--- src/hdl/gmtt_pkg.sv ---
`timescale 1ns / 1ps
// ----------------------------------------------------------------------------
// gmtt_pkg: shared types and constants for the gated multi timer tick core
// Mode word layout, clock event record and gate mode codes.
// ----------------------------------------------------------------------------
package gmtt_pkg;

    localparam int MODE_W   = 10;
    localparam int TARGET_W = 16;
    localparam int CMP_W    = 32;

    localparam logic [1:0] SRC_HBLANK = 2'd3;

    typedef enum logic [1:0] {
        GATE_LEVEL = 2'd0,
        GATE_RISE  = 2'd1,
        GATE_FALL  = 2'd2,
        GATE_BOTH  = 2'd3
    } gate_mode_t;

    // Packed MSB first so that bit 0 of the word is clksel[0].
    typedef struct packed {
        logic       ovf_irq;
        logic       cmp_irq;
        logic       count_en;
        logic       zero_ret;
        gate_mode_t gate_mode;
        logic       gate_sel;
        logic       gate_en;
        logic [1:0] clksel;
    } mode_t;

    typedef struct packed {
        logic [1:0] clock_source;
        logic       hblank_level;
        logic       vblank_level;
        logic       hblank_prev;
        logic       vblank_prev;
    } clk_event_t;

endpackage

--- src/hdl/gated_multi_timer_tick_core.sv ---
`timescale 1ns / 1ps
// ----------------------------------------------------------------------------
// gated_multi_timer_tick_core: up to four gated compare/overflow timers
// Datapath: the event item is captured in the input register, then its result
// in the result register; a stalled result holds the input register.
// Throughput: one event item per cycle while the result is not stalled; counts
// update in a single pass between the input register and the result register.
// Reset (aresetn low, synchronous): mode, target and count registers clear,
// both valid flags drop.
// ----------------------------------------------------------------------------
module gated_multi_timer_tick_core #(
    parameter int NUM_TIMERS  = 4,
    parameter int COUNT_WIDTH = 16
) (
    input  logic        aclk,
    input  logic        aresetn,
    // event channel
    input  logic        s_tvalid,
    output logic        s_tready,
    input  logic [7:0]  s_tdata,  // hblank_level, vblank_level, hblank_prev, vblank_prev, pad
    input  logic [1:0]  s_tuser,  // clock_source
    // result channel
    output logic        m_tvalid,
    input  logic        m_tready,
    output logic [71:0] m_tdata,  // irq_set[3:0], count0, count1, count2, count3, pad
    // configuration
    input  logic        psel,
    input  logic        penable,
    input  logic        pwrite,
    input  logic [4:0]  paddr,
    input  logic [31:0] pwdata,
    output logic [31:0] prdata,
    output logic        pready
);

    localparam int SLOTS = 4;
    localparam logic [2:0] REG_TARGET0 = 3'd4;

    gmtt_pkg::mode_t                  mode_reg   [SLOTS];
    logic [gmtt_pkg::TARGET_W-1:0]    target_reg [SLOTS];
    logic [NUM_TIMERS-1:0][COUNT_WIDTH-1:0] count_reg;
    logic [NUM_TIMERS-1:0][COUNT_WIDTH-1:0] count_next;
    logic [NUM_TIMERS-1:0]            irq_vec;

    gmtt_pkg::clk_event_t             ev_reg;
    logic                             in_valid_reg;
    logic                             m_tvalid_reg;
    logic [71:0]                      m_tdata_reg;
    logic [71:0]                      m_tdata_next;
    logic [3:0]                       irq_next;
    logic [SLOTS-1:0][15:0]           cnt_out;

    logic       adv;
    logic       cfg_wr;
    logic [2:0] cfg_idx;

    // ---------------- configuration port ----------------
    assign pready  = 1'b1;
    assign cfg_wr  = psel && penable && pwrite && pready;
    assign cfg_idx = paddr[4:2];

    always_ff @(posedge aclk) begin
        if (!aresetn) begin
            for (int i = 0; i < SLOTS; i++) begin
                mode_reg[i]   <= '0;
                target_reg[i] <= '0;
            end
        end else if (cfg_wr) begin
            if (cfg_idx < REG_TARGET0) begin
                mode_reg[cfg_idx[1:0]] <= gmtt_pkg::mode_t'(pwdata[gmtt_pkg::MODE_W-1:0]);
            end else begin
                target_reg[cfg_idx[1:0]] <= pwdata[gmtt_pkg::TARGET_W-1:0];
            end
        end
    end

    always_comb begin
        if (cfg_idx < REG_TARGET0) begin
            prdata = 32'(mode_reg[cfg_idx[1:0]]);
        end else begin
            prdata = 32'(target_reg[cfg_idx[1:0]]);
        end
    end

    // ---------------- handshake ----------------
    assign adv      = in_valid_reg && (!m_tvalid_reg || m_tready);
    assign s_tready = !in_valid_reg || adv;
    assign m_tvalid = m_tvalid_reg;
    assign m_tdata  = m_tdata_reg;

    always_ff @(posedge aclk) begin
        if (!aresetn) begin
            in_valid_reg <= 1'b0;
        end else if (s_tvalid && s_tready) begin
            in_valid_reg <= 1'b1;
        end else if (adv) begin
            in_valid_reg <= 1'b0;
        end
    end

    // hold the event payload until it is consumed
    always_ff @(posedge aclk) begin
        if (s_tvalid && s_tready) begin
            ev_reg.clock_source <= s_tuser;
            ev_reg.hblank_level <= s_tdata[0];
            ev_reg.vblank_level <= s_tdata[1];
            ev_reg.hblank_prev  <= s_tdata[2];
            ev_reg.vblank_prev  <= s_tdata[3];
        end
    end

    // ---------------- timers ----------------
    for (genvar t = 0; t < NUM_TIMERS; t++) begin : g_timer
        gmtt_timer_unit #(
            .COUNT_WIDTH (COUNT_WIDTH)
        ) u_timer (
            .mode    (mode_reg[t]),
            .target  (target_reg[t]),
            .ev      (ev_reg),
            .cnt_in  (count_reg[t]),
            .cnt_out (count_next[t]),
            .irq     (irq_vec[t])
        );
    end

    for (genvar t = 0; t < SLOTS; t++) begin : g_slot
        if (t < NUM_TIMERS) begin : g_used
            assign cnt_out[t]  = 16'(count_next[t]);
            assign irq_next[t] = irq_vec[t];
        end else begin : g_unused
            assign cnt_out[t]  = '0;
            assign irq_next[t] = 1'b0;
        end
    end

    assign m_tdata_next = {4'b0000, cnt_out[3], cnt_out[2], cnt_out[1], cnt_out[0], irq_next};

    always_ff @(posedge aclk) begin
        if (!aresetn) begin
            count_reg <= '0;
        end else if (adv) begin
            count_reg <= count_next;
        end
    end

    always_ff @(posedge aclk) begin
        if (!aresetn) begin
            m_tvalid_reg <= 1'b0;
        end else if (adv) begin
            m_tvalid_reg <= 1'b1;
        end else if (m_tready) begin
            m_tvalid_reg <= 1'b0;
        end
    end

    always_ff @(posedge aclk) begin
        if (adv) begin
            m_tdata_reg <= m_tdata_next;
        end
    end

    // ---------------- assertions ----------------
    a_count_hold: assert property (@(posedge aclk) disable iff (!aresetn)
        !adv |=> $stable(count_reg))
        else $error("timer count changed without a consumed item");

    a_adv_result: assert property (@(posedge aclk) disable iff (!aresetn)
        adv |=> m_tvalid)
        else $error("consumed item produced no result");

    a_no_overrun: assert property (@(posedge aclk) disable iff (!aresetn)
        (in_valid_reg && !adv) |-> !s_tready)
        else $error("input register would be overwritten");

    a_unused_irq: assert property (@(posedge aclk) disable iff (!aresetn)
        m_tvalid |-> ((m_tdata[3:0] >> NUM_TIMERS) == 4'd0))
        else $error("interrupt raised by an absent timer");

endmodule

--- src/hdl/gmtt_timer_unit.sv ---
`timescale 1ns / 1ps
// ----------------------------------------------------------------------------
// gmtt_timer_unit: next-count logic of one timer
// Gate clear or hold, increment with wrap, compare and zero return.
// ----------------------------------------------------------------------------
module gmtt_timer_unit #(
    parameter int COUNT_WIDTH = 16
) (
    input  gmtt_pkg::mode_t             mode,
    input  logic [gmtt_pkg::TARGET_W-1:0] target,
    input  gmtt_pkg::clk_event_t        ev,
    input  logic [COUNT_WIDTH-1:0]      cnt_in,
    output logic [COUNT_WIDTH-1:0]      cnt_out,
    output logic                        irq
);

    logic                   sel;
    logic                   gate_active;
    logic                   now_lvl;
    logic                   before_lvl;
    logic                   rise;
    logic                   fall;
    logic                   clr;
    logic                   hold;
    logic [COUNT_WIDTH-1:0] base;
    logic [COUNT_WIDTH-1:0] inc_val;
    logic [COUNT_WIDTH-1:0] cnt_a;
    logic                   wrapped;
    logic                   ge;

    always_comb begin
        sel = mode.count_en && (mode.clksel == ev.clock_source);
        // hblank clock gated by hblank runs ungated
        gate_active = mode.gate_en &&
                      !(mode.clksel == gmtt_pkg::SRC_HBLANK && !mode.gate_sel);
        now_lvl    = mode.gate_sel ? ev.vblank_level : ev.hblank_level;
        before_lvl = mode.gate_sel ? ev.vblank_prev  : ev.hblank_prev;
        rise = now_lvl && !before_lvl;
        fall = !now_lvl && before_lvl;

        clr = 1'b0;
        case (mode.gate_mode)
            gmtt_pkg::GATE_RISE:  clr = rise;
            gmtt_pkg::GATE_FALL:  clr = fall;
            gmtt_pkg::GATE_BOTH:  clr = rise || fall;
            default:              clr = 1'b0;
        endcase
        clr  = clr && gate_active;
        hold = gate_active && (mode.gate_mode == gmtt_pkg::GATE_LEVEL) && now_lvl;

        base    = clr ? '0 : cnt_in;
        inc_val = base + COUNT_WIDTH'(1);
        wrapped = !hold && (inc_val == '0);
        cnt_a   = hold ? base : inc_val;

        ge  = gmtt_pkg::CMP_W'(cnt_a) >= gmtt_pkg::CMP_W'(target);
        irq = sel && ((mode.cmp_irq && ge) || (mode.ovf_irq && wrapped));

        if (!sel) begin
            cnt_out = cnt_in;
        end else if (mode.zero_ret && ge) begin
            cnt_out = '0;
        end else begin
            cnt_out = cnt_a;
        end
    end

endmodule

--- config.mk ---
export PLATFORM = sky130hd
export DESIGN_NAME = gated_multi_timer_tick_core
export DESIGN_NICKNAME = d
export VERILOG_FILES = /design/src/hdl/gmtt_pkg.sv /design/src/hdl/gated_multi_timer_tick_core.sv /design/src/hdl/gmtt_timer_unit.sv
export SDC_FILE = /design/constraint.sdc
export NUM_CORES = 1
export LEC_CHECK = 0
export BUFFER_PORTS_ARGS = -buffer_cell sky130_fd_sc_hd__buf_2
export CAP_MARGIN = 20
export CORE_UTILIZATION = 55
export CTS_BUF_LIST = sky130_fd_sc_hd__clkbuf_16
export CTS_CLUSTER_DIAMETER = 30
export DETAILED_ROUTE_END_ITERATION = 7
export MAX_ROUTING_LAYER = met4
export PLACE_DENSITY = 0.82
export REMOVE_ABC_BUFFERS = 1
export SKIP_CTS_REPAIR_TIMING = 1
export SLEW_MARGIN = 0
export SYNTH_ARGS = -nofsm -noshare
export SYNTH_HDL_FRONTEND = slang
export SYNTH_SLANG_ARGS = --single-unit
--- constraint.sdc ---
create_clock -name aclk -period 8.6 [get_ports aclk]
set_input_delay 0.86 -clock aclk [delete_from_list [all_inputs] [get_ports aclk]]
set_output_delay 0.86 -clock aclk [all_outputs]
set_load 0.01 [all_outputs]
Word-level counts from Yosys, hierarchy flattened:

Memory sizes are Yosys's and may differ from the RTL's.
Index checks and enable logic that the tools add are counted.

* input port bits: 54
* logic and storage cells: 191
* register bits after elaboration: 140
* output and inout port bits: 107
* RAM bits: 104
* memories kept: 2

* reduce and logical (&&, ||, !) cells: 100
* $lt $le $gt $ge: 5
* mux-type cells: 48
* equal/unequal tests: 20
* $add $sub $neg: 4

Memory list
* target_reg: words 4, bits a word 16, rd ports 5, clocked after Yosys merged registers in 0, wr ports 4, line gated_multi_timer_tick_core.sv:40 `logic [gmtt_pkg::TARGET_W-1:0] target_reg [SLOTS];`
* mode_reg: words 4, bits a word 10, rd ports 5, clocked after Yosys merged registers in 0, wr ports 4, line gated_multi_timer_tick_core.sv:39 `gmtt_pkg::mode_t mode_reg [SLOTS];`

Operators by type and width (number)
* 16-bit 2-to-1 mux: 18
* 16-bit by 1-bit adder with 16-bit output (second input constant): 4
* 16-bit >= comparator: 4
* 16-bit logical NOT: 4
* 1-bit logical AND: 56
* 2-bit == test (second input constant): 12
* 1-bit 2-to-1 mux: 23
* 1-bit logical NOT: 22
* 16-bit OR reduction: 1
* 1-bit one-hot mux with 3 select lines: 4
* 1-bit logical OR: 10
* 10-bit 2-to-1 mux: 1
* 10-bit OR reduction: 1
* 2-bit by 1-bit == test with 1-bit output (second input constant): 4
* 2-bit == test: 4
* 2-bit logical NOT: 4
* 2-bit 2-to-1 mux: 2
* 2-bit nonzero test: 2
* 3-bit < comparator (second input constant): 1

Depth between registers and ports, before layout:

Gate-level depths: netlist of the first run.
An unclocked memory read counts as a cell.

* depth after elaboration: 14
* depth in mapped cells: 27
* mapped depth without buffers: 22

Hierarchy:

From an unflattened synthesis of the first run, not the netlist that was laid out.

* cell total of the unflattened synthesis: 1628
* area total of the unflattened synthesis: 15950.3 µm²

By module, submodules not included
* gated_multi_timer_tick_core: times used 1, cells an instance 690, area an instance 9648.0 µm², sequential area each 6666.4 µm²
* gmtt_timer_unit (g_timer[0].u_timer ...): times used 3, cells an instance 232, area an instance 1586.5 µm², sequential area each 0.0 µm²
* gmtt_timer_unit (g_timer[3].u_timer): times used 1, cells an instance 242, area an instance 1542.7 µm², sequential area each 0.0 µm²

Least setup slack after synthesis of the first run:

No wires, ideal clock.

* kind: register to register
* start point: memory mode_reg[1][3] in the netlist's numbering
* end point: register m_tdata_reg[33], in the netlist m_tdata[33] (data pin)
* library setup time: 131 ps
* arrival time: 4871 ps
* buffers on the path: 2
* slack: 3599 ps
* stages on the path, launching flop included: 25
* required time: 8469 ps
* cell sequence: edfxtp_1 mux2_4 inv_1 ha_1 nor2b_1 o21ai_1 a21o_1 and2_1 ha_1 nand4_1 nor2_2 nand2_2 or3_1 buf_2 nand3_1 o21ai_0 ha_1 and3_1 a221o_1 a221oi_1 a21bo_2 and2_1 clkbuf_1 nor3_1 mux2_2

RTL lines
* start, declared: line gated_multi_timer_tick_core.sv:39
* end signal, assigned: line gated_multi_timer_tick_core.sv:158 `m_tdata_reg <= m_tdata_next;`
* end, declared: line gated_multi_timer_tick_core.sv:48 `logic [71:0] m_tdata_reg;`

==> results_dict.tcl, run 1 <==
set metrics [dict create \
    endpoint_kind "flop" \
    routed-wl-met3_um 4440 \
    period_minus_slack_ns 6.05 \
    antenna_found_initial 3 \
    grt_util_all_layers_pct 30.9 \
    drv_cap 0 \
    nets 1802 \
    viasPerCell 6.16 \
    synth_area_per_cell_um2 9.59 \
    utilization_pct 65.6 \
    dp_hpwl_um 28900 \
    gp_congestion 0.954 \
    power.leakage_uw 0.00724 \
    die_h_um 169 \
    routedWlPerCell_um 20.3 \
    cts_buffer_depth 3 \
    cp.required_ns 8.90 \
    skew_ns 0.0246 \
    synth-edff-count 178 \
    cts.sink_count 244 \
    clock_latency_ns 0.56 \
    final_area_um2 17800 \
    largest_reg_flops 68 \
    gr-total-overflow 0 \
    grt_max_degree 54 \
    tightest_slew_ns 1.07 \
    relSlewSlack_pct 28.4 \
    placed_cell_area_um2 16000 \
    io-pin-count 161 \
    fmax_mhz 165 \
    cts_buffers 49 \
    drtPass1Iterations 5 \
    synth_seq_cells 244 \
    cts_tree "done" \
    synthCells 1594 \
    syn_area_um2 15300 \
    cts_root_buf "clkbuf_16" \
    top_layer_used "met4" \
    wl_met2_um 19900 \
    die_w_um 169 \
    ys_warn_count 0 \
    area_growth_pct 16.3 \
    rsz0062_at_grt "false" \
    period_share_pct 70.3 \
    vias 12858 \
    synth_area_leaders "edfxtp_1 (35%), dfxtp_1 (8.6%), ha_1 (6.2%), nand2_1 (4.4%), mux4_2 (3.8%)" \
    wl_met1_um 15900 \
    vdd_drop_max_uv 173 \
    worstSetupPathType "flop to flop" \
    worst_ep_arrival_time_ns 6.35 \
    startpoint_type "flop" \
    drtAntennaViolNets 0 \
    status "completed" \
    synth_largest_area_cell "edfxtp_1" \
    h-tree-depth 2 \
    die-area_um2 28500 \
    grt_pass1_wl_um 66200 \
    synth_async_sr_flop_share_pct 0 \
    drc 0 \
    synth_flop_cell "edfxtp_1" \
    tns_ns 0 \
    setup_violations 0 \
    start_util_pct 56.4 \
    hold_viol 0 \
    core_region_area_um2 27100 \
    synth_cell_types 72 \
    drt_iter0_markers 1259 \
    clk_pin_slew_ns 0.05 \
    portBuffers 117 \
    cellPowerDensity_nw_per_um2 203 \
    yosysSeqAreaShare_pct 43.6 \
    cp_max_fo 9 \
    grt_pass1_vias 12204 \
    slew_violations 0 \
    synth_top_cell_area_share_pct 35.0 \
    hp-class "primary input to flop" \
    synth_commonest_cells "edfxtp_1 (178), nand2_1 (178), nor2_1 (107), clkbuf_1 (97), inv_1 (92)" \
    rows 60 \
    drive_gt1_share_pct 16.6 \
    routed_wl_um 42400 \
]
==> layout make-up <==
class	count	area [um^2]
Tap cell	372	465
Inverter	92	345
Timing Repair Buffer	143	786
Multi-Input combinational cell	1142	7770
Sequential cell	244	6670
Antenna cell	4	10.0
Clock inverter	42	515
Fill cell	2010	9320
Clock buffer	49	1230
==> worst max-delay path, cell delays in order, from the launching register on <==
cell	delay [ns]
edfxtp_1	0.46
mux2i_1	0.29
inv_1	0.07
ha_1	0.27
nor2b_1	0.04
o21ai_1	0.20
a21o_1	0.39
and2_1	0.23
ha_1	0.30
nand4_1	0.21
nor2_2	0.26
nand2_2	0.10
or3_1	0.46
nand3_1	0.14
o21ai_0	0.10
ha_1	0.32
and3_1	0.20
a221o_1	0.33
a221oi_1	0.34
a21bo_2	0.29
and2_1	0.31
o31ai_1	0.47
==> stage by stage <==
| stage | total power, uW | hold WS (ns) | instances | setup WS (ns) |
|---|---|---|---|---|
| 2_1_floorplan | 1500 | 0.467 | 1478 | 2.18 |
| 6_report | 3610 | 0.473 | 2088 | 2.55 |
| 4_1_cts | 3610 | 0.467 | 2081 | 2.69 |
| 3_3_place_gp | 1610 | 0.489 | 1988 | 2.72 |
| 5_1_grt | 3700 | 0.465 | 2087 | 2.23 |
| 3_5_place_dp | 1620 | 0.505 | 1990 | 2.75 |
==> cells by family (layout without fill, tap and decap cells) <==
family | count (synthesis) | in the layout | share of synthesized area [%]
xor+xnor | 90 | 90 | 5.16
flops | 244 | 244 | 43.6
mux | 45 | 45 | 5.18
compound gates | 268 | 268 | 12.3
fa+ha+maj | 76 | 76 | 6.22
simple gates | 642 | 642 | 21.3
buf+inv | 227 | 326 | 6.17
other cells | 2 | 25 | 0.0491
==> placed cells by master, fill, tap and decap left out, types with 21 or more instances in the layout <==
| cell | netlist | final |
|---|---|---|
| a21oi_1 | 32 | 28 |
| a22o_1 | 31 | 31 |
| nand2_1 | 178 | 178 |
| xor2_1 | 37 | 37 |
| inv_1 | 92 | 94 |
| xnor2_1 | 53 | 53 |
| buf_2 | 10 | 118 |
| o21ai_0 | 69 | 65 |
| nand4_1 | 35 | 35 |
| a21o_1 | 23 | 23 |
| o41ai_1 | 22 | 22 |
| edfxtp_1 | 178 | 178 |
| conb_1 | 2 | 21 |
| and2_1 | 90 | 90 |
| o31ai_1 | 24 | 24 |
| dfxtp_1 | 66 | 66 |
| and3_1 | 45 | 45 |
| nand3_1 | 58 | 58 |
| ha_1 | 76 | 76 |
| nand2b_1 | 21 | 21 |
| mux4_2 | 26 | 26 |
| nor2_1 | 107 | 107 |
| clkbuf_16 | 0 | 49 |
| buf_4 | 21 | 24 |
| nor3_1 | 38 | 37 |
==> report_power, final <==
group	switching [uW]	internal [uW]
sequential	39.5	1310
combinational	172	88.1
clock	672	1320
==> per-layer routing <==
| layer | global-route usage (%) | up-vias |
|---|---|---|
| li1 | - | 5879 |
| met1 | 37.5 | 6080 |
| met2 | 48.9 | 761 |
| met3 | 6.59 | 138 |
| met4 | 15.3 | 0 |
| met5 | - | - |
==> final timing paths <==
path | from | endpoint | slack, ns | cells after the start
worst max-delay path | mode_reg[1][3] | m_tdata[35] | 2.55 | 21
worst min-delay path | s_tdata[3] | ev_reg[0] | 0.47 | 1
worst max register to register | mode_reg[1][3] | m_tdata[35] | 2.55 | 21
worst min register to register | count_reg[1] | count_reg[1] | 0.52 | 2
Power figures use the tool's default switching activity.
==> inputs of run 2 (changes only) <==
Settings changed: CORE_UTILIZATION 55 to 54, PLACE_DENSITY 0.82 to 0.84.
Clock period 8.6 ns to 5.44 ns, I/O delays scaled along.
==> run 2 against run 1 <==
Worst setup slack got worse by 2.4 ns. Routed wire length increased by 1.3%. Cell area increased by 0.69%. Critical path depth increased by 1. Maximum frequency increased by 15%. First-iteration DRC count increased by 33%. Largest power group unchanged. Core utilization decreased by 1.2 points. Critical path type unchanged.
==> results_dict.tcl, run 2 (synthesized netlist as in run 1, its figures left out) <==
set metrics [dict create \
    gr-total-overflow 0 \
    grt_util_all_layers_pct 30.3 \
    hold_path_depth 1 \
    cts_buffer_depth 3 \
    grt_pass1_vias 12166 \
    r2r_end "m_tdata[31]" \
    routed_wl_um 43000 \
    power.leakage_uw 0.00730 \
    start_util_pct 55.0 \
    drc 0 \
    largest_reg_flops 68 \
    holdPathEnd "ev_reg[3]" \
    grt_max_degree 49 \
    slew_violations 0 \
    placed_cell_area_um2 16100 \
    drv_cap 0 \
    dp_slack_ns 0.0555 \
    drtAntennaViolNets 0 \
    nets 1815 \
    gp_congestion 0.944 \
    dp_hpwl_um 29400 \
    endpoint_kind "flop" \
    vias 12986 \
    portBuffers 117 \
    cellPowerDensity_nw_per_um2 311 \
    area_growth_pct 17.1 \
    die_w_um 170 \
    worst_ep_arrival_time_ns 5.66 \
    cts_tree "done" \
    hp-class "primary input to flop" \
    total_power_uw 5570 \
    cts_buffers 50 \
    wl_met1_um 16000 \
    startpoint_type "flop" \
    die-area_um2 29000 \
    cp.depth 22 \
    routed-wl-met3_um 4590 \
    cp_slowest_stage_delay_ns 0.43 \
    vdd_drop_max_uv 267 \
    cp_max_fo 9 \
    core_region_area_um2 27800 \
    r2r_start "mode_reg[1][3]" \
    grt_pass1_wl_um 65700 \
    rows 61 \
    finalWorstSetupSlack_ns 0.193 \
    period_minus_slack_ns 5.25 \
    worstSetupPathType "flop to flop" \
    cp.required_ns 5.86 \
    cts_root_buf "clkbuf_16" \
    drtPass1Iterations 5 \
    hold_viol 0 \
    antenna_found_initial 5 \
    reg2reg_depth 22 \
    path_cells "mux2i_2 > inv_1 > ha_1 > nor2b_1 > o21ai_2 > a21o_1 > and2_1 > ha_1 > nand4_1 > nor2_2 > nand2_2 > or3_4 > nand3_1 > o21ai_0 > ha_1 > and3_1 > a221o_1 > a221oi_2 > a21bo_2 > and2_4 > o31ai_2 > a22o_1" \
    path_delay_family "compound AO/OA/AOI/OAI gates" \
    fmax_mhz 191 \
    h-tree-depth 2 \
    tns_ns 0 \
    tightest_slew_ns 1.06 \
    layout_common_cells "edfxtp_1 (178), nand2_1 (177), buf_2 (117), nor2_1 (107), inv_1 (94)" \
    critPathMostFrequentCell "ha_1" \
    status "completed" \
    final_area_um2 17900 \
    reg2reg_slack_ns 0.19 \
    final_common_cell "edfxtp_1" \
    clock_latency_ns 0.57 \
    cp_num_buf_inv 1 \
    skew_ns 0.0233 \
    routedWlPerCell_um 20.4 \
    die_h_um 170 \
    io-pin-count 161 \
    relSlewSlack_pct 29.3 \
    utilization_pct 64.4 \
    wl_met2_um 19900 \
    clk_pin_slew_ns 0.05 \
    drt_iter0_markers 1672 \
    cts.sink_count 244 \
    drive_gt1_share_pct 17.8 \
    cp_slowest_cell "edfxtp_1" \
    setup_violations 0 \
    top_layer_used "met4" \
    period_share_pct 96.5 \
    viasPerCell 6.16 \
    min-delay-start "s_tdata[0]" \
]
run 2: cell count changes in the layout (fill, tap and decap cells not counted), sizes merged:
cell      change
buf          +12
clkinv        +8
bufinv        -5
clkinvlp      -3
clkbuf        +1
diode         +1
inv           +1
run 2: area by class of cell:
cell class              count  area, um^2
diodes                      5        12.5
clock buffers              50        1250
clock inverters            43         440
fillers                  2150        9880
inverters                  92         345
multi-input cells        1142        7820
flip-flops and latches    244        6670
well taps                 378         473
repair buffers            155         891
run 2: through the flow:
| step | instances | hold slack, ns |
|---|---|---|
| 2_1_floorplan | 1478 | 0.467 |
| 3_3_place_gp | 2008 | 0.490 |
| 3_5_place_dp | 2009 | 0.494 |
| 4_1_cts | 2102 | 0.141 |
| 5_1_grt | 2109 | 0.145 |
| 6_report | 2109 | 0.157 |
run 2: per-layer routing:
metal / global-route usage [%] / up-vias
met2: 47.8 / 800
met5: - / -
met4: 17.2 / 0
met1: 36.6 / 6081
met3: 5.67 / 176
li1: - / 5929
run 2: worst max-delay path by stage:
stage,from,end,slack [ns]
after global placement,ev_reg[0],m_tdata[33],0.21
after floorplan,mode_reg[0][3],count_reg[10],-0.98
final,mode_reg[1][3],m_tdata[31],0.19
after detailed placement,ev_reg[0],m_tdata[33],0.06
after CTS,mode_reg[1][3],m_tdata[33],-0.1
after global routing,mode_reg[1][3],m_tdata[31],-0.02
run 2: power breakdown:
| part | internal [uW] | total [uW] | switching (uW) |
|---|---|---|---|
| Clock | 1910 | 3020 | 1110 |
| Combinational | 142 | 415 | 272 |
| Sequential | 2070 | 2140 | 62.6 |
